--- src/rtl/wsr_pkg.sv ---
// Package for the WebSocket message reassembler.
// Holds the event and result types, status and opcode codes and reset constants.
// No dependencies.
package wsr_pkg;

  // Default largest receive buffer the block is built for, in bytes.
  localparam int unsigned MAX_BUFFER_BYTES_DEFAULT = 65536;

  // Receive buffer size after reset, in bytes.
  localparam logic [16:0] CAPACITY_RESET = 17'd4096;

  // Event kinds.
  localparam logic FUNC_READ       = 1'b0;
  localparam logic FUNC_LINK_RESET = 1'b1;

  // Frame opcodes that the block acts on.
  localparam logic [3:0] OP_CONT   = 4'd0;
  localparam logic [3:0] OP_TEXT   = 4'd1;
  localparam logic [3:0] OP_BINARY = 4'd2;
  localparam logic [3:0] OP_CLOSE  = 4'd8;

  // Result status codes.
  localparam logic [2:0] ST_ACCUM     = 3'd0;
  localparam logic [2:0] ST_DELIVERED = 3'd1;
  localparam logic [2:0] ST_OVERFLOW  = 3'd2;
  localparam logic [2:0] ST_STRAY     = 3'd3;
  localparam logic [2:0] ST_DISCARD   = 3'd4;
  localparam logic [2:0] ST_IGNORED   = 3'd5;
  localparam logic [2:0] ST_RESET     = 3'd6;

  // One input event.
  typedef struct packed {
    logic        func;
    logic [16:0] byte_count;
    logic [3:0]  opcode;
    logic        fin;
    logic [30:0] frame_payload_len;
  } item_t;

  // One result item.
  typedef struct packed {
    logic [2:0]  status;
    logic [16:0] message_length;
    logic [15:0] write_offset;
    logic [31:0] drop_total;
    logic [31:0] delivered_count;
    logic [31:0] delivered_bytes;
    logic        message_open;
    logic        discard_mode;
  } result_t;

endpackage

--- src/rtl/wsr_engine.sv ---
// Reassembly state and the combinational step logic of the message reassembler.
// Computes the result of one event and updates the state when the step is taken.
// Depends on wsr_pkg.
module wsr_engine #(
  parameter int unsigned MAX_BUFFER_BYTES = wsr_pkg::MAX_BUFFER_BYTES_DEFAULT
) (
  input  logic             clk,
  input  logic             rst,
  input  logic             step,
  input  wsr_pkg::item_t   item,
  input  logic [16:0]      capacity,
  output wsr_pkg::result_t result
);

  localparam logic [31:0] MAX_BYTES = 32'(MAX_BUFFER_BYTES);

  // Reassembly and session state.
  logic [16:0] bytes_held;
  logic [30:0] frame_remaining;
  logic        discarding;
  logic        assembling;
  logic [31:0] drop_counter;
  logic [31:0] session_messages;
  logic [31:0] session_bytes;

  logic [16:0] bytes_held_next;
  logic [30:0] frame_remaining_next;
  logic        discarding_next;
  logic        assembling_next;
  logic [31:0] drop_counter_next;
  logic [31:0] session_messages_next;
  logic [31:0] session_bytes_next;

  logic [16:0] cap_floor;
  logic [16:0] cap;
  logic [16:0] room;
  logic [16:0] n;
  logic [30:0] n_wide;
  logic [30:0] frame_start;
  logic [30:0] frame_after;
  logic        done;
  logic [16:0] held_sum;
  logic [31:0] drop_inc;
  logic        is_data;
  logic        assembling_eff;

  // Effective capacity, free space and the clamped byte count.
  always_comb begin
    cap_floor = (capacity == 17'd0) ? 17'd1 : capacity;
    cap       = ({15'd0, cap_floor} > MAX_BYTES) ? MAX_BYTES[16:0] : cap_floor;
    room      = (bytes_held < cap) ? (cap - bytes_held) : 17'd0;
    n         = (item.byte_count < room) ? item.byte_count : room;
    n_wide    = {14'd0, n};
  end

  // Frame bookkeeping: a new frame starts from its announced length, or from the clamped byte count if larger.
  always_comb begin
    if (frame_remaining == 31'd0) begin
      frame_start = (item.frame_payload_len > n_wide) ? item.frame_payload_len : n_wide;
    end else begin
      frame_start = frame_remaining;
    end
    frame_after = frame_start - ((n_wide < frame_start) ? n_wide : frame_start);
    done        = item.fin && (frame_after == 31'd0);
    held_sum    = bytes_held + n;
    drop_inc    = (drop_counter == '1) ? drop_counter : (drop_counter + 32'd1);
    is_data     = (item.opcode == wsr_pkg::OP_CONT) || (item.opcode == wsr_pkg::OP_TEXT) ||
                  (item.opcode == wsr_pkg::OP_BINARY);
    assembling_eff = (item.opcode != wsr_pkg::OP_CONT) ? !done : assembling;
  end

  // Next state and result of one event.
  always_comb begin
    bytes_held_next       = bytes_held;
    frame_remaining_next  = frame_remaining;
    discarding_next       = discarding;
    assembling_next       = assembling;
    drop_counter_next     = drop_counter;
    session_messages_next = session_messages;
    session_bytes_next    = session_bytes;
    result.status         = wsr_pkg::ST_IGNORED;
    result.message_length = 17'd0;
    result.write_offset   = bytes_held[15:0];

    if (item.func == wsr_pkg::FUNC_LINK_RESET) begin
      bytes_held_next       = 17'd0;
      frame_remaining_next  = 31'd0;
      discarding_next       = 1'b0;
      assembling_next       = 1'b0;
      session_messages_next = 32'd0;
      session_bytes_next    = 32'd0;
      result.status         = wsr_pkg::ST_RESET;
      result.write_offset   = 16'd0;
    end else if (n == 17'd0) begin
      result.status = wsr_pkg::ST_IGNORED;
    end else if (item.opcode == wsr_pkg::OP_CLOSE) begin
      bytes_held_next       = 17'd0;
      frame_remaining_next  = 31'd0;
      discarding_next       = 1'b0;
      assembling_next       = 1'b0;
      session_messages_next = 32'd0;
      session_bytes_next    = 32'd0;
      result.status         = wsr_pkg::ST_RESET;
    end else if (!is_data) begin
      result.status = wsr_pkg::ST_IGNORED;
    end else begin
      frame_remaining_next = frame_after;
      if (discarding) begin
        // Swallow the rest of a dropped message.
        if (done) begin
          discarding_next = 1'b0;
        end
        result.status = wsr_pkg::ST_DISCARD;
      end else begin
        assembling_next = assembling_eff;
        if ((item.opcode == wsr_pkg::OP_CONT) && !assembling_eff) begin
          // Continuation with no message open.
          drop_counter_next = drop_inc;
          if (!done) begin
            discarding_next = 1'b1;
          end
          result.status = wsr_pkg::ST_STRAY;
        end else if (done) begin
          result.message_length = held_sum;
          session_messages_next = session_messages + 32'd1;
          session_bytes_next    = session_bytes + {15'd0, held_sum};
          bytes_held_next       = 17'd0;
          assembling_next       = 1'b0;
          result.status         = wsr_pkg::ST_DELIVERED;
        end else if (held_sum == cap) begin
          // Buffer full before the message ended.
          drop_counter_next = drop_inc;
          bytes_held_next   = 17'd0;
          assembling_next   = 1'b0;
          discarding_next   = 1'b1;
          result.status     = wsr_pkg::ST_OVERFLOW;
        end else begin
          bytes_held_next = held_sum;
          result.status   = wsr_pkg::ST_ACCUM;
        end
      end
    end

    result.drop_total      = drop_counter_next;
    result.delivered_count = session_messages_next;
    result.delivered_bytes = session_bytes_next;
    result.message_open    = assembling_next;
    result.discard_mode    = discarding_next;
  end

  // State registers, updated when an event is taken.
  always_ff @(posedge clk) begin
    if (rst) begin
      bytes_held       <= 17'd0;
      frame_remaining  <= 31'd0;
      discarding       <= 1'b0;
      assembling       <= 1'b0;
      drop_counter     <= 32'd0;
      session_messages <= 32'd0;
      session_bytes    <= 32'd0;
    end else if (step) begin
      bytes_held       <= bytes_held_next;
      frame_remaining  <= frame_remaining_next;
      discarding       <= discarding_next;
      assembling       <= assembling_next;
      drop_counter     <= drop_counter_next;
      session_messages <= session_messages_next;
      session_bytes    <= session_bytes_next;
    end
  end

  // A dropped message being swallowed is never also being assembled.
  assert property (@(posedge clk) disable iff (rst) !(discarding && assembling))
    else $error("discarding and assembling both set");

  // Held bytes only exist inside an open message.
  assert property (@(posedge clk) disable iff (rst) (bytes_held != 17'd0) |-> assembling)
    else $error("bytes held with no message open");

  // A delivery empties the buffer.
  assert property (@(posedge clk) disable iff (rst)
    (step && (result.status == wsr_pkg::ST_DELIVERED)) |=> (bytes_held == 17'd0))
    else $error("buffer not emptied after delivery");

  // The drop count never goes down.
  assert property (@(posedge clk) disable iff (rst)
    !$past(rst) |-> (drop_counter >= $past(drop_counter)))
    else $error("drop count decreased");

endmodule

--- src/rtl/websocket_message_reassembler.sv ---
// Top level of the WebSocket message reassembler: channels, input and result registers.
// Depends on wsr_pkg and wsr_engine.
//
// Usage: each event is offered on the input channel (in_valid/in_ready with func,
// byte_count, opcode, fin and frame_payload_len). Every accepted event produces
// exactly one result on the output channel (out_valid/out_ready). The receive
// buffer size is written through the configuration channel (cfg_valid/cfg_ready,
// buffer_capacity), which is always ready; write it only while no event is in flight.
// Each accepted event is held in the input register, and its result is then offered
// from the result register; it is taken at a rising edge with out_ready high.
// Throughput: one event per cycle while out_ready stays high. The step logic between
// the input register and the result register updates the reassembly state as the
// result is registered, so the next event can follow at once.
// When the receiver stalls, the result register holds its item and the input
// register holds one more event; in_ready then drops until out_ready returns.
// Reset (rst, synchronous) empties both registers, clears all state and counters,
// and sets the buffer capacity to 4096 bytes. No clearing pass is needed.
module websocket_message_reassembler #(
  parameter int unsigned MAX_BUFFER_BYTES = wsr_pkg::MAX_BUFFER_BYTES_DEFAULT
) (
  input  logic        clk,
  input  logic        rst,
  input  logic        cfg_valid,
  output logic        cfg_ready,
  input  logic [16:0] buffer_capacity,
  input  logic        in_valid,
  output logic        in_ready,
  input  logic        func,
  input  logic [16:0] byte_count,
  input  logic [3:0]  opcode,
  input  logic        fin,
  input  logic [30:0] frame_payload_len,
  output logic        out_valid,
  input  logic        out_ready,
  output logic [2:0]  status,
  output logic [16:0] message_length,
  output logic [15:0] write_offset,
  output logic [31:0] drop_total,
  output logic [31:0] delivered_count,
  output logic [31:0] delivered_bytes,
  output logic        message_open,
  output logic        discard_mode
);

  logic             in_full;
  wsr_pkg::item_t   in_item;
  logic             out_full;
  wsr_pkg::result_t out_res;
  wsr_pkg::result_t step_res;
  logic [16:0]      capacity;
  logic             advance;

  // Configuration register.
  assign cfg_ready = 1'b1;

  always_ff @(posedge clk) begin
    if (rst) begin
      capacity <= wsr_pkg::CAPACITY_RESET;
    end else if (cfg_valid && cfg_ready) begin
      capacity <= buffer_capacity;
    end
  end

  // An event moves on when the result register is free or being emptied.
  assign advance  = in_full && (!out_full || out_ready);
  assign in_ready = !in_full || advance;

  // Input register.
  always_ff @(posedge clk) begin
    if (rst) begin
      in_full <= 1'b0;
    end else if (in_valid && in_ready) begin
      in_full <= 1'b1;
    end else if (advance) begin
      in_full <= 1'b0;
    end
  end

  always_ff @(posedge clk) begin
    if (in_valid && in_ready) begin
      in_item.func              <= func;
      in_item.byte_count        <= byte_count;
      in_item.opcode            <= opcode;
      in_item.fin               <= fin;
      in_item.frame_payload_len <= frame_payload_len;
    end
  end

  wsr_engine #(
    .MAX_BUFFER_BYTES(MAX_BUFFER_BYTES)
  ) u_engine (
    .clk      (clk),
    .rst      (rst),
    .step     (advance),
    .item     (in_item),
    .capacity (capacity),
    .result   (step_res)
  );

  // Result register.
  always_ff @(posedge clk) begin
    if (rst) begin
      out_full <= 1'b0;
    end else if (advance) begin
      out_full <= 1'b1;
    end else if (out_ready) begin
      out_full <= 1'b0;
    end
  end

  always_ff @(posedge clk) begin
    if (advance) begin
      out_res <= step_res;
    end
  end

  assign out_valid       = out_full;
  assign status          = out_res.status;
  assign message_length  = out_res.message_length;
  assign write_offset    = out_res.write_offset;
  assign drop_total      = out_res.drop_total;
  assign delivered_count = out_res.delivered_count;
  assign delivered_bytes = out_res.delivered_bytes;
  assign message_open    = out_res.message_open;
  assign discard_mode    = out_res.discard_mode;

endmodule
--- config.mk ---
export PLATFORM = sky130hd
export DESIGN_NAME = websocket_message_reassembler
export DESIGN_NICKNAME = d
export VERILOG_FILES = /design/src/rtl/wsr_pkg.sv /design/src/rtl/wsr_engine.sv /design/src/rtl/websocket_message_reassembler.sv
export SDC_FILE = /design/constraint.sdc
export NUM_CORES = 1
export LEC_CHECK = 0
export BUFFER_PORTS_ARGS = -buffer_cell sky130_fd_sc_hd__buf_4
export CAP_MARGIN = 20
export CORE_MARGIN = 4
export CORE_UTILIZATION = 25
export DETAILED_ROUTE_END_ITERATION = 8
export GPL_TIMING_DRIVEN = 0
export PLACE_DENSITY = 0.47
export SKIP_CTS_REPAIR_TIMING = 1
export SLEW_MARGIN = 15
export SYNTH_ARGS = -nofsm -noshare
export SYNTH_HDL_FRONTEND = slang
export SYNTH_HIERARCHICAL = 1
export SYNTH_SLANG_ARGS = --single-unit
--- constraint.sdc ---
create_clock -name clk -period 35.6 [get_ports clk]
set_input_delay 1.78 -clock clk [delete_from_list [all_inputs] [get_ports clk]]
set_output_delay 1.78 -clock clk [all_outputs]
set_load 0.01 [all_outputs]
* Word-level counts from Yosys, hierarchy flattened
Index checks and enable logic that the tools add are counted.
Word-level totals: bits in writable memories 0, latch bits 0, bits in read-only memories 0, memories kept 0, register bits 353
Operators by class: div/mod/pow operators 0, bitwise operators 2, shift-type cells 0, equality and inequality tests 8, magnitude comparators 5, multiply operators 0, mux-type cells 71, reductions and logical operators 25, $add $sub $neg 6
Operator list (count):
- 2-to-1 mux 32 bit | 23
- 2-to-1 mux 31 bit | 7
- 2-to-1 mux 17 bit | 12
- adder 32 x 1 -> 32 bit, second input constant | 2
- logical NOT 31 bit | 2
- logical NOT 17 bit | 2
- < comparator 17 bit | 2
- adder 32 x 17 -> 32 bit | 1
- equality test 32 bit, second input constant | 1
- greater-than comparator 31 x 17 -> 1 bit | 1
- < comparator 17 x 31 -> 1 bit | 1
- subtractor 31 bit | 1
- 2-to-1 mux 1 bit | 22
- adder 17 bit | 1
- equality test 17 bit | 1
- greater-than comparator 17 bit, second input constant | 1
- subtractor 17 bit | 1
- 2-to-1 mux 2 bit | 5
- OR reduction 7 bit | 1
- 2-to-1 mux 3 bit | 2
- AND reduction 5 bit | 1
- OR reduction 5 bit | 1
- equality test 4 x 1 -> 1 bit, second input constant | 1
- equality test 4 x 2 -> 1 bit, second input constant | 1
- 13 further kinds | 24

* Logic depth before layout (Yosys ltp)
Gate-level depths: netlist (run 1).
depth in word-level cells 26, depth in mapped cells 68

* Hierarchy
Netlist (run 1), hierarchy kept.
Modules (own cells, without submodules):
- wsr_engine | area each 15743.8 sq um, times used 1, cells each 2219, sequential area each 2922.8 sq um
- websocket_message_reassembler | area each 6357.3 sq um, times used 1, cells each 255, sequential area each 6025.8 sq um

* Least setup slack after synthesis (run 1)
OpenSTA, ideal clock, no wires.
path kind flip-flop to flip-flop, from register capacity[1], to register out_res (netlist bit delivered_count[22]) (data pin), stages on the path, launching flop included 69, setup time 0.266 ns, buffers on the path 9, setup slack 21.956 ns, arrival 13.378 ns, clock period less this slack 13.644 ns, cells stage by stage dfxtp_1 > nor4_1 > nand4_1 > nor2_1 > and3b_1 > ha_1 > buf_2 > and4_1 > nand3_1 > a21oi_2 > or2_1 > o21a_1 > clkbuf_1 > and2_1 > inv_1 > ha_1 > a21o_1 > a21o_1 > [33 not listed] > o21ai_0 > ha_1 > fa_1 > nand2b_1 > a21oi_1 > o311a_4 > or2_1 > o311a_1 > or4b_1 > nor4b_2 > and4_4 > and3_1 > buf_4 > buf_6 > buf_2 > nand4_1 > xnor2_1 > nor2_1
RTL lines:
- start: declaration | RTL line websocket_message_reassembler.sv:50 | logic [16:0] capacity;
- start signal: assignment | RTL line websocket_message_reassembler.sv:58 | capacity <= wsr_pkg::CAPACITY_RESET;
- start signal: assignment | RTL line websocket_message_reassembler.sv:60 | capacity <= buffer_capacity;
- end signal: assignment | RTL line websocket_message_reassembler.sv:113 | out_res <= step_res;
- end: declaration | RTL line websocket_message_reassembler.sv:48 | wsr_pkg::result_t out_res;

==> impl_metrics.py, run 1 <==
metrics = {
    "status": {
        "run_status": "finished clean",
    },
    "logic_synthesis": {
        "postSynthCellCount": 2474,
        "syn-num-nets": 2673,
        "synthesis.area_sq_um": 22100,
        "yosys_warnings": 6,
        "synth_cell_types": 106,
        "async_flop_share_pct": 0,
        "syn_area_per_cell_sq_um": 8.93,
        "ys_seq_elements": 353,
        "seq_area_frac_synth_pct": 40.5,
        "synth-edff-count": 188,
        "ys.flop_type": "edfxtp_1",
    },
    "sta": {
        "relSlewSlack_pct": 25.9,
        "min_period_ns": 18.81,
        "fin_setup_tns_ns": 0,
        "fin_skew_ns": 0.0361,
        "worst_pin_slew_ns": 1.10,
        "fmax_mhz": 53.2,
        "rsz0062_at_grt": "false",
        "timing_hold_violations_final": 0,
        "setup_viol": 0,
        "fin_crit_sh_pct": 52.8,
        "slew_violations": 0,
    },
    "setup_path": {
        "rr_startpoint": "capacity[16]",
        "required_ns": 35.91,
        "setup.worst_path.class": "reg2reg",
        "startpoint_type": "flop",
        "end_kind": "flop",
        "crit_path_max_incr_delay_ns": 0.71,
        "path_max_fanout": 10,
        "rr_endpoint": "delivered_bytes[13]",
        "critPathMostFrequentCell": "clkbuf_1",
        "r2r_setup_slack_ns": 16.79,
        "worst_ep_arrival_time_ns": 19.11,
        "cpMaxStageDelayCell": "nor2_1",
        "r2r_cells": 61,
    },
    "floorplanning": {
        "die_w_um": 305,
        "start_util_pct": 25.3,
        "dieArea_sq_um": 93200,
        "row_count": 108,
        "die_y_um": 305,
        "num_io_pins": 213,
        "fp.coreArea_sq_um": 87300,
    },
    "drt": {
        "first_pass_iters": 5,
        "wirelength_um": 78600,
        "antenna_left": 0,
        "top_layer": "met4",
        "vias_per_cell": 4.97,
        "routedWlPerCell_um": 20.0,
        "wl_met2_um": 35000,
        "drc": 0,
        "wl_met1_um": 37400,
        "wl_met3_um": 3950,
        "drt_iter0_markers": 1481,
        "vias": 19500,
    },
    "global_routing": {
        "grt_pass1_wl_um": 118000,
        "grt_overflow": 0,
        "grt_usage_pct": 16.2,
        "antenna_found_initial": 3,
        "grt_max_degree": 55,
        "first_global_vias": 18800,
    },
    "layout": {
        "antenna_cells": 0,
        "ff_latch_area_sq_um": 8950,
        "num-fill-cells": 9384,
        "drive_above_1_share_pct": 13.5,
        "multi_input_area_sq_um": 12200,
        "fin_nets": 2934,
        "final_cell_mix": "nor2_1 (241), nand2_1 (231), buf_4 (216)",
        "final_common_cell": "nor2_1",
        "area_growth_pct": 20.7,
    },
    "min_path": {
        "hp-start": "in_full",
        "min_path_cells": 2,
        "min_to": "out_valid",
        "worstHoldPathType": "reg2reg",
    },
    "placed_design": {
        "io_buffers": 209,
        "hpwl_um": 61400,
        "gp_congestion": 0.866,
    },
    "clocking": {
        "ctsLongestPathBuffers": 3,
        "root_buffer": "clkbuf_16",
        "clk_pin_slew_ns": 0.06,
        "cts_tree": "done",
        "clock-sinks": 353,
        "insertion_delay_ns": 0.60,
        "htree_levels": 2,
        "cts_made_buffers": 45,
    },
    "flow_run": {
        "cap_violations": 0,
    },
}
[stage by stage]
step / hold WS, ns / area, sq um / worst slack [ns] / utilization (%) / cells
final: 0.462 / 26700 / 16.79 / 30.6 / 3926
after global routing: 0.491 / 26700 / 15.35 / 30.6 / 3926
after CTS: 0.463 / 26700 / 16.73 / 30.5 / 3925
after detailed placement: 0.454 / 25200 / 16.77 / 28.9 / 3842
after global placement: 0.449 / 25100 / 16.59 / 28.8 / 3838
after floorplan: 0.434 / 22100 / 21.96 / - / 2474
[per-layer routing]
metal	global-route usage (%)	up-vias
met1	23.0	9331
met4	4.79	0
li1	-	9586
met5	0	-
met3	2.72	100
met2	25.5	479
[worst max-delay path, delay by kind of cell (launching register included)]
| family | cells | cell delay, ns |
|---|---|---|
| DFF | 1 | 0.49 |
| adders and majority gates | 5 | 1.42 |
| buffers and inverters | 12 | 3.77 |
| muxes | 1 | 0.21 |
| AOI/OAI and AO/OA | 24 | 7.01 |
| and+or+nand+nor | 19 | 5.54 |
[cells in the mapped netlist, types with 56 or more instances]
master | number | area share (%)
inv_1 | 119 | 2.0
a21oi_1 | 149 | 3.4
nand2_1 | 231 | 3.9
xnor2_1 | 56 | 2.2
clkbuf_1 | 82 | 1.4
nor2_1 | 241 | 4.1
ha_1 | 119 | 6.7
edfxtp_1 | 188 | 26
xor2_1 | 66 | 2.6
dfxtp_1 | 165 | 15
o21ai_0 | 152 | 3.4
nand3_1 | 102 | 2.3
nor3_1 | 74 | 1.7
[logic make-up after synthesis]
kind of cell / count (synthesis) / share of synthesized area [%]
AOI/OAI and AO/OA: 599 / 17.8
DFF: 353 / 40.5
buffers and inverters: 236 / 4.37
and+or+nand+nor: 976 / 22.3
xor gates and xnor gates: 124 / 5.01
other: 1 / 0.0170
adders and majority gates: 123 / 7.10
muxes: 62 / 2.92
[worst max path at each step]
stage | from | to | slack (ns)
floorplan | capacity[1] | delivered_count[22] | 21.96
global placement | capacity[16] | delivered_bytes[13] | 16.59
detailed placement | capacity[16] | delivered_bytes[13] | 16.77
CTS | capacity[16] | delivered_bytes[13] | 16.73
global route | capacity[16] | delivered_bytes[13] | 15.35
finish | capacity[16] | delivered_bytes[13] | 16.79
[area by class of cell]
type | count | area share, %
Buffer | 117 | 1.95
Tap cell | 1155 | 5.42
Multi-Input combinational cell | 1885 | 45.7
Timing Repair Buffer | 214 | 6.24
Sequential cell | 353 | 33.6
Clock inverter | 23 | 0.915
Inverter | 119 | 1.67
Clock buffer | 60 | 4.55
[sequential cells by signal, indices dropped and copies added (netlist names), 31 cells and up]
signal and cells:
delivered_bytes 32, delivered_count 32, drop_total 32, in_item 54, u_engine/drop_counter 32, u_engine/frame_remaining 31, u_engine/session_bytes 32, u_engine/session_messages 32
Power of run 1 is not shown: default switching activity piles up to over one toggle a cycle in this logic, so the estimate is an artifact.
==> run 2, diff against run 1 <==
clock period = 18.8 ns   (was 35.6 ns; I/O delays follow)
==> run 2 against run 1 <==
Die area did not move. Global-route usage did not move. Register-to-register slack got worse by 15 ns. Final area is 0.12% higher. First-iteration DRC count decreased by 2.1%. Non-clock buffer count did not move. Clock skew is 0.0023 ns lower. Routed wire length up 0.11%. Worst hold slack barely moved. Sequential cell count unchanged. Critical path depth shrank 1. Core utilization is essentially flat. Largest cell class unchanged.
==> impl_metrics.py, run 2 (same netlist as run 1, synthesis figures left out) <==
metrics = {
    "layout": {
        "design_area_sq_um": 26700,
        "largest_register_ffs": 54,
        "antenna_cells": 0,
        "final_cell_mix": "nor2_1 (240), nand2_1 (231), buf_4 (216)",
        "area_growth_pct": 20.8,
        "fin_nets": 2934,
        "final_common_cell": "nor2_1",
        "regMostFlops": "in_item",
        "drive_above_1_share_pct": 13.7,
    },
    "global_routing": {
        "first_global_vias": 18800,
        "grt_overflow": 0,
        "grt_usage_pct": 16.2,
        "antenna_found_initial": 3,
        "grt_max_degree": 55,
        "grt_pass1_wl_um": 118000,
    },
    "clocking": {
        "clock-sinks": 353,
        "cts_tree": "done",
        "htree_levels": 2,
        "cts_made_buffers": 45,
        "clk_pin_slew_ns": 0.06,
        "ctsLongestPathBuffers": 3,
        "insertion_delay_ns": 0.60,
        "root_buffer": "clkbuf_16",
    },
    "sta": {
        "slew_violations": 0,
        "timing_hold_violations_final": 0,
        "rsz0062_at_grt": "false",
        "relSlewSlack_pct": 27.8,
        "fin_setup_tns_ns": 0,
        "fmax_mhz": 57.3,
        "fin_skew_ns": 0.0338,
        "fin_crit_sh_pct": 92.8,
        "setup_viol": 0,
        "worst_pin_slew_ns": 1.07,
        "min_period_ns": 17.45,
    },
    "placed_design": {
        "dpl_cell_area_sq_um": 25200,
        "gp_congestion": 0.866,
        "hpwl_um": 61400,
        "io_buffers": 209,
    },
    "setup_path": {
        "worst_ep_arrival_time_ns": 17.76,
        "startpoint_type": "flop",
        "required_ns": 19.11,
        "startpoint": "capacity[16]",
        "cpMaxStageDelayCell": "o311ai_2",
        "crit_path_max_incr_delay_ns": 0.54,
        "r2r_cells": 60,
        "endpoint": "delivered_bytes[13]",
        "path_max_fanout": 10,
        "end_kind": "flop",
        "r2r_setup_slack_ns": 1.35,
        "critPathMostFrequentCell": "clkbuf_1",
        "rr_endpoint": "delivered_bytes[13]",
        "rr_startpoint": "capacity[16]",
        "setup.worst_path.class": "reg2reg",
    },
    "floorplanning": {
        "die_w_um": 305,
        "num_io_pins": 213,
        "start_util_pct": 25.3,
        "die_y_um": 305,
        "row_count": 108,
        "fp.coreArea_sq_um": 87300,
        "dieArea_sq_um": 93200,
    },
    "drt": {
        "drt_iter0_markers": 1450,
        "routedWlPerCell_um": 20.0,
        "vias_per_cell": 4.97,
        "vias": 19500,
        "drc": 0,
        "wirelength_um": 78700,
        "antenna_left": 0,
        "first_pass_iters": 5,
    },
    "min_path": {
        "min_path_cells": 2,
        "worstHoldPathType": "reg2reg",
    },
    "flow_run": {
        "cap_violations": 0,
    },
    "status": {
        "run_status": "finished clean",
    },
}
run 2: final cells by class:
| cell class | count | area (sq um) |
|---|---|---|
| buffer | 117 | 522 |
| clock buffer | 60 | 1210 |
| clock inverter | 23 | 244 |
| fill | 9381 | 60600 |
| inverter | 119 | 447 |
| multi-input combinational | 1885 | 12200 |
| sequential | 353 | 8950 |
| tap | 1155 | 1450 |
| timing repair buffer | 214 | 1660 |
run 2: worst max-delay path: cells and delay by family (launching register included):
| family | cells | cell delay [ns] |
|---|---|---|
| flops | 1 | 0.48 |
| mux | 1 | 0.16 |
| fa+ha+maj | 5 | 1.69 |
| simple gates | 19 | 5.03 |
| buf+inv | 12 | 3.62 |
| compound gates | 23 | 6.16 |
run 2: worst min path at each step:
stage,endpoint,slack [ns],start
floorplan,out_valid,0.43,in_full
global placement,out_valid,0.45,in_full
detailed placement,out_valid,0.45,in_full
CTS,out_valid,0.46,in_full
global route,in_item[45],0.49,byte_count[9]
finish,out_valid,0.46,in_full
run 2: layer usage:
layer	GRT usage [%]	wire, um	share of wire [%]	vias up
met5	0	0	0	-
met4	4.79	2260	2.9	0
met3	2.72	4130	5.3	99
met2	25.5	35100	45	515
met1	23.0	37200	47	9331
li1	-	-	-	9583
run 2: metrics by stage:
step	instances	utilization [%]	hold slack (ns)	worst slack (ns)
2_1_floorplan	2474	-	0.434	5.16
3_3_place_gp	3838	28.8	0.449	-0.207
3_5_place_dp	3842	28.9	0.454	-0.0270
4_1_cts	3925	30.5	0.463	-0.0706
5_1_grt	3926	30.6	0.487	0.0259
6_report	3926	30.6	0.462	1.35
Power of run 2 is left out for the same reason.
